==> src/rtl/core/brm_pkg.sv <==
// brm_pkg: shared types and constants of the block rms meter
// no dependencies; used by the controller, the datapath and the top level

package brm_pkg;

  localparam int SUM_W               = 48;
  localparam int RMS_W               = 16;
  localparam int MAX_SAMPLES_DEFAULT = 65536;
  localparam int SAMPLE_BITS_DEFAULT = 16;
  localparam int STEP_W              = $clog2(SUM_W);

  typedef enum logic [1:0] {
    ST_ACC,
    ST_DIV,
    ST_SQRT,
    ST_EMIT
  } brm_state_t;

  typedef struct packed {
    logic acc;
    logic div_load;
    logic div_step;
    logic sqrt_clear;
    logic sqrt_step;
    logic out_load;
  } brm_cmd_t;

  typedef struct packed {
    logic out_free;
  } brm_status_t;

endpackage

==> src/rtl/core/brm_ctrl.sv <==
// brm_ctrl: sequencer for accumulate, divide, square root and result hand-off
// depends on brm_pkg

module brm_ctrl (
  input  logic                  clk,
  input  logic                  rst,
  input  logic                  in_valid,
  input  logic                  last,
  input  brm_pkg::brm_status_t  status,
  output logic                  in_stall,
  output brm_pkg::brm_cmd_t     cmd
);

  localparam int SW = brm_pkg::SUM_W;
  localparam int RW = brm_pkg::SUM_W / 2;

  brm_pkg::brm_state_t          state, state_next;
  logic [brm_pkg::STEP_W-1:0]   step;
  logic                         step_div_end, step_sqrt_end;

  assign step_div_end  = (step == brm_pkg::STEP_W'(SW - 1));
  assign step_sqrt_end = (step == brm_pkg::STEP_W'(RW - 1));

  always_comb begin
    state_next = state;
    case (state)
      brm_pkg::ST_ACC: begin
        if (in_valid && last) state_next = brm_pkg::ST_DIV;
      end
      brm_pkg::ST_DIV: begin
        if (step_div_end) state_next = brm_pkg::ST_SQRT;
      end
      brm_pkg::ST_SQRT: begin
        if (step_sqrt_end) state_next = brm_pkg::ST_EMIT;
      end
      brm_pkg::ST_EMIT: begin
        if (status.out_free) state_next = brm_pkg::ST_ACC;
      end
      default: state_next = brm_pkg::ST_ACC;
    endcase
  end

  always_comb begin
    in_stall       = 1'b1;
    cmd            = '0;
    case (state)
      brm_pkg::ST_ACC: begin
        in_stall     = 1'b0;
        cmd.acc      = in_valid;
        cmd.div_load = in_valid && last;
      end
      brm_pkg::ST_DIV: begin
        cmd.div_step   = 1'b1;
        cmd.sqrt_clear = step_div_end;
      end
      brm_pkg::ST_SQRT: begin
        cmd.sqrt_step = 1'b1;
      end
      brm_pkg::ST_EMIT: begin
        cmd.out_load = status.out_free;
      end
      default: begin
        in_stall = 1'b1;
      end
    endcase
  end

  always_ff @(posedge clk) begin
    if (rst) begin
      state <= brm_pkg::ST_ACC;
      step  <= '0;
    end else begin
      state <= state_next;
      // step count restarts on every state change
      if (state_next != state) step <= '0;
      else                     step <= step + 1'b1;
    end
  end

endmodule

==> src/rtl/core/brm_datapath.sv <==
// brm_datapath: square and accumulate, restoring divider, digit-by-digit root,
// output register; depends on brm_pkg, driven by brm_ctrl commands

module brm_datapath #(
  parameter int MAX_SAMPLES = brm_pkg::MAX_SAMPLES_DEFAULT,
  parameter int SAMPLE_BITS = brm_pkg::SAMPLE_BITS_DEFAULT
) (
  input  logic                          clk,
  input  logic                          rst,
  input  logic signed [SAMPLE_BITS-1:0] sample,
  input  brm_pkg::brm_cmd_t             cmd,
  input  logic                          out_stall,
  output brm_pkg::brm_status_t          status,
  output logic                          out_valid,
  output logic [brm_pkg::RMS_W-1:0]     rms,
  output logic                          overflow
);

  localparam int SW = brm_pkg::SUM_W;
  localparam int RW = brm_pkg::SUM_W / 2;
  localparam int CW = $clog2(MAX_SAMPLES + 1);
  localparam int QW = brm_pkg::RMS_W;

  // accumulator
  logic [SW-1:0]              square_sum, sum_next;
  logic [CW-1:0]              sample_count, count_next;
  logic                       overflowed, ovf_next, full;
  logic [SAMPLE_BITS-1:0]     mag;
  logic [2*SAMPLE_BITS-1:0]   sq;
  logic [SW:0]                sum_ext;

  // divider and root
  logic [SW-1:0]              quo;
  logic [CW:0]                rem, rem_sh;
  logic [CW-1:0]              den;
  logic                       div_ge, ovf_hold, zero_den;
  logic [RW+1:0]              sq_rem, rem_t, trial;
  logic [RW-1:0]              root;
  logic                       sqrt_ge;

  assign full = (sample_count >= CW'(MAX_SAMPLES));

  always_comb begin
    mag     = sample[SAMPLE_BITS-1] ? (~$unsigned(sample) + 1'b1) : $unsigned(sample);
    sq      = mag * mag;
    sum_ext = {1'b0, square_sum} + (SW+1)'(sq);
    if (full) begin
      sum_next   = square_sum;
      count_next = sample_count;
    end else begin
      sum_next   = sum_ext[SW] ? '1 : sum_ext[SW-1:0];
      count_next = sample_count + 1'b1;
    end
    ovf_next = overflowed | full;
  end

  always_ff @(posedge clk) begin
    if (rst) begin
      square_sum   <= '0;
      sample_count <= '0;
      overflowed   <= 1'b0;
    end else if (cmd.div_load) begin
      square_sum   <= '0;
      sample_count <= '0;
      overflowed   <= 1'b0;
    end else if (cmd.acc) begin
      square_sum   <= sum_next;
      sample_count <= count_next;
      overflowed   <= ovf_next;
    end
  end

  // one quotient bit per cycle, dividend shifts out of quo as quotient shifts in
  assign rem_sh = {rem[CW-1:0], quo[SW-1]};
  assign div_ge = (rem_sh >= {1'b0, den});

  // two radicand bits per cycle, taken from the top of the quotient
  assign rem_t   = {sq_rem[RW-1:0], quo[SW-1:SW-2]};
  assign trial   = {root, 2'b01};
  assign sqrt_ge = (rem_t >= trial);

  always_ff @(posedge clk) begin
    if (cmd.div_load) begin
      quo      <= sum_next;
      rem      <= '0;
      den      <= count_next;
      ovf_hold <= ovf_next;
      zero_den <= (count_next == '0);
    end else if (cmd.div_step) begin
      rem <= div_ge ? (rem_sh - {1'b0, den}) : rem_sh;
      quo <= {quo[SW-2:0], div_ge};
    end else if (cmd.sqrt_step) begin
      quo <= {quo[SW-3:0], 2'b00};
    end

    if (cmd.sqrt_clear) begin
      sq_rem <= '0;
      root   <= '0;
    end else if (cmd.sqrt_step) begin
      sq_rem <= sqrt_ge ? (rem_t - trial) : rem_t;
      root   <= {root[RW-2:0], sqrt_ge};
    end

    if (cmd.out_load) begin
      if (zero_den)               rms <= '0;
      else if (|root[RW-1:QW])    rms <= '1;
      else                        rms <= root[QW-1:0];
      overflow <= ovf_hold;
    end
  end

  always_ff @(posedge clk) begin
    if (rst) begin
      out_valid <= 1'b0;
    end else if (cmd.out_load) begin
      out_valid <= 1'b1;
    end else if (!out_stall) begin
      out_valid <= 1'b0;
    end
  end

  assign status.out_free = !out_valid || !out_stall;

endmodule

==> src/rtl/core/block_rms_meter_unit.sv <==
// block_rms_meter_unit: top level of the block rms meter
// depends on brm_pkg, brm_ctrl and brm_datapath
//
//  channel | signals                          | transfer when
//  --------+----------------------------------+---------------------------
//  in      | in_valid, in_stall, sample, last | in_valid && !in_stall
//  out     | out_valid, out_stall, rms,       | out_valid && !out_stall
//          | overflow                         |
//
// one sample per cycle while a block is accumulating (multiply and add are combinational ahead of the sum register)
// a last sample closes the block: the divider steps, the root steps and the load state
// follow, in_stall high throughout
// the load state stretches while the previous result still sits stalled in the
// output register; a held result delays this block's hand-off and with it the next
// block's accumulation
// rst is synchronous and clears sum, count, flag, sequencer and out_valid

module block_rms_meter_unit #(
  parameter int MAX_SAMPLES = brm_pkg::MAX_SAMPLES_DEFAULT,
  parameter int SAMPLE_BITS = brm_pkg::SAMPLE_BITS_DEFAULT
) (
  input  logic                          clk,
  input  logic                          rst,
  input  logic                          in_valid,
  output logic                          in_stall,
  input  logic signed [SAMPLE_BITS-1:0] sample,
  input  logic                          last,
  output logic                          out_valid,
  input  logic                          out_stall,
  output logic [brm_pkg::RMS_W-1:0]     rms,
  output logic                          overflow
);

  brm_pkg::brm_cmd_t    cmd;
  brm_pkg::brm_status_t status;

  brm_ctrl u_ctrl (
    .clk      (clk),
    .rst      (rst),
    .in_valid (in_valid),
    .last     (last),
    .status   (status),
    .in_stall (in_stall),
    .cmd      (cmd)
  );

  brm_datapath #(
    .MAX_SAMPLES (MAX_SAMPLES),
    .SAMPLE_BITS (SAMPLE_BITS)
  ) u_datapath (
    .clk       (clk),
    .rst       (rst),
    .sample    (sample),
    .cmd       (cmd),
    .out_stall (out_stall),
    .status    (status),
    .out_valid (out_valid),
    .rms       (rms),
    .overflow  (overflow)
  );

endmodule

==> config.mk <==
export PLATFORM = sky130hd
export DESIGN_NAME = block_rms_meter_unit
export DESIGN_NICKNAME = d
export VERILOG_FILES = /design/src/rtl/core/brm_pkg.sv /design/src/rtl/core/brm_ctrl.sv /design/src/rtl/core/brm_datapath.sv /design/src/rtl/core/block_rms_meter_unit.sv
export SDC_FILE = /design/constraint.sdc
export NUM_CORES = 1
export LEC_CHECK = 0
export ABC_AREA = 1
export BUFFER_PORTS_ARGS = -buffer_cell sky130_fd_sc_hd__buf_2
export CORE_ASPECT_RATIO = 0.5
export CORE_MARGIN = 10
export CORE_UTILIZATION = 51
export DETAILED_ROUTE_END_ITERATION = 10
export PLACE_DENSITY_LB_ADDON = 0.15
export SLEW_MARGIN = 20
export SYNTH_ARGS = -nofsm -noshare
export SYNTH_HDL_FRONTEND = slang
export SYNTH_SLANG_ARGS = --single-unit
==> constraint.sdc <==
create_clock -name clk -period 15.3 [get_ports clk]
set_input_delay 0 -clock clk [delete_from_list [all_inputs] [get_ports clk]]
set_output_delay 0 -clock clk [all_outputs]
set_load 0.03 [all_outputs]
==> flow_metrics.tcl <==
set metrics [dict create \
    outcome "completed" \
    cts_setup_buffers 0 \
    dp_cells 3962 \
    ys_seq_area_share_pct 22.3 \
    period_minus_slack_ns 7.37 \
    yosysUniqueCellTypes 57 \
    synth-seq-cells 224 \
    antenna_cells 0 \
    drive_above_1_share_pct 6.59 \
    whs_ns 0.0480 \
    synthFlopType "dfxtp_1" \
    ys_warn_count 0 \
    yosysTopAreaCell "fa_1" \
    rows 55 \
    die_w_um 326 \
    crit_slowest_cell "fa_1" \
    antenna_found_initial 2 \
    crit_type "primary input to register" \
    cts.sink_count 224 \
    slew_violations 0 \
    period_share_pct 48.2 \
    die_area_um2 56400 \
    grt_max_degree 92 \
    first_global_vias 19719 \
    cp.required_ns 15.55 \
    reg2reg_from "u_datapath.square_sum[10]" \
    syn_inst 3374 \
    overflow 0 \
    slew_headroom_pct 33.0 \
    slowest_delay_ns 0.54 \
    die_h_um 173 \
    wl_per_cell_um 14.9 \
    syn_area_um2 23900 \
    drc 0 \
    htreeDepth 1 \
    via_per_inst 5.08 \
    placed_cell_area_um2 24500 \
    clk_pin_slew_worst_paths_ns 0.06 \
    rsz0062_at_grt "no" \
    final_hold_viol_count 0 \
    setup.worst_path.start "sample[0]" \
    setup_viol 0 \
    track_usage_pct 20.9 \
    synth_edf_count 84 \
    root_buffer "clkbuf_16" \
    avgSynthCellArea_um2 7.07 \
    drt-initial-drc-count 1574 \
    insertion_delay_ns 0.54 \
    finalNonFillerCells 4009 \
    gp_congestion 0.953 \
    antenna_left 0 \
    clock.fmax_ghz 0.136 \
    synth_area_leaders "fa_1, nand2_1, dfxtp_1" \
    io_buffers 39 \
    num_vias 20363 \
    dpl.hpwl_um 47200 \
    worst_pin_slew_ns 1.01 \
    cts_buffers 24 \
    critPathCaptureType "register" \
    regToRegSetupSlack_ns 10.26 \
    nFillCells 4486 \
    maxCapViolCount 0 \
    cp_max_fo 14 \
    detail_route.wirelength_um 59800 \
    grt_pass1_wl_um 99700 \
    clk_path_buf_depth 3 \
    final_area_um2 25300 \
    drtPass1Iterations 6 \
    finalSetupTns_ns 0 \
    ys_async_sr_fraction_pct 0 \
    areaGrowthSynthToFinish_pct 5.93 \
    start_util_pct 52.2 \
    min_from "out_stall" \
    hp-class "primary input to register" \
    fin_skew_ns 0.0159 \
    cp.arrival_ns 7.62 \
    top_level_ports 40 \
    cts_tree "built" \
    netlist.area_leader.share_pct 16.4 \
    final_nets 3740 \
    core_area_um2 45700 \
    start_kind "primary input" \
]
metrics by stage:
step | worst slack [ns] | utilization, %
6_report | 7.93 | 55.3
5_1_grt | 7.32 | 55.3
4_1_cts | 7.94 | 55.3
3_5_place_dp | 7.38 | 53.6
3_3_place_gp | 7.55 | 53.6
2_1_floorplan | 8.80 | -
cell families (layout without fill, tap and decap cells):
group / Yosys count / after routing / synth area share, %
and+or+nand+nor: 1506 / 1506 / 27.0
buffers and inverters: 858 / 857 / 14.0
adders and majority gates: 354 / 354 / 24.7
AOI/OAI and AO/OA: 349 / 349 / 8.74
DFF: 224 / 224 / 22.3
xor gates and xnor gates: 66 / 66 / 2.55
muxes: 15 / 15 / 0.629
other: 2 / 11 / 0.0315
final timing paths:
path	cells after the start	end
setup / recovery	30	u_datapath.quo[20]
hold / removal	4	u_datapath.rms[4]
setup reg to reg	21	u_datapath.quo[20]
hold reg to reg	0	u_datapath.overflow
layout by cell type, fill, tap and decap left out, types with 13 or more instances in the layout:
| cell type | n |
|---|---|
| inv_2 | 21 |
| xor2_1 | 44 |
| inv_1 | 733 |
| nand2_1 | 905 |
| nand3_2 | 13 |
| nor3_1 | 26 |
| edfxtp_1 | 84 |
| o21ai_2 | 14 |
| nor2_1 | 244 |
| ha_1 | 156 |
| a21oi_2 | 13 |
| nor2_2 | 14 |
| buf_4 | 13 |
| nand3b_1 | 14 |
| nand3_1 | 181 |
| a21oi_1 | 149 |
| o21ai_1 | 31 |
| nand2_2 | 20 |
| buf_2 | 39 |
| xnor2_1 | 18 |
| o21ai_0 | 91 |
| nand4_1 | 53 |
| mux2i_1 | 15 |
| fa_1 | 196 |
| clkbuf_16 | 25 |
| dfxtp_1 | 140 |
routing by layer:
layer	GRT usage [%]	vias to the layer above	share of wire (%)
li1	-	10327	-
met1	30.4	9391	49
met2	32.3	566	42
met3	3.19	77	6.6
met4	4.15	2	1.8
met5	0	-	0.022
final cells by class:
class	instances	area, um2	area share [%]
clock buffers	31	658	2.60
clock inverters	12	78.8	0.312
inverters	758	2850	11.3
multi-input cells	2301	15300	60.4
flip-flops and latches	224	5330	21.1
well taps	627	785	3.10
repair buffers	56	333	1.32
sequential cells by signal, indices dropped and copies added, names as in the netlist:
signal and cells:
u_ctrl.state 2, u_datapath.sample_count 17, u_datapath.sq_rem 24, u_datapath.ovf_hold 1, u_datapath.rms 16, u_datapath.square_sum 48, u_datapath.quo 48, u_datapath.root 24
u_datapath.overflowed 1, u_ctrl.step 6, u_datapath.den 17, u_datapath.overflow 1, u_datapath.zero_den 1, u_datapath.out_valid 1, u_datapath.rem 17
what timing repair did:
item	4_1_cts	5_1_grt
setup endpoints to repair	0	0
gates resized for setup	0	0
hold buffers	4	0
endpoints found under the hold margin	3	0
cells in the mapped netlist, drive strengths merged (2+ instances only):
library cell and number:
nand2 926, inv 754, nor2 265, fa 196, nand3 195, a21oi 162, ha 158, dfxtp 140
o21ai 136, edfxtp 84, clkbuf 56, nand4 56, xor2 48, buf 44, nor3 29, o21bai 18
xnor2 18, mux2i 15, nand3b 14, a31oi 10, o21a 9, or2 9, a21o 7, nor4 6
clkinv 4, o211ai 3, a31o 2, and2 2, conb 2, nor3b 2
critical path: cells and delay by family:
family,cells,cell delay (ns)
adders and majority gates,8,3.78
and+or+nand+nor,10,1.74
buffers and inverters,8,1.03
AOI/OAI and AO/OA,3,0.68
xor gates and xnor gates,1,0.37
Power is not shown: default switching activity piles up to over one toggle a cycle in this logic, so the estimate is an artifact.
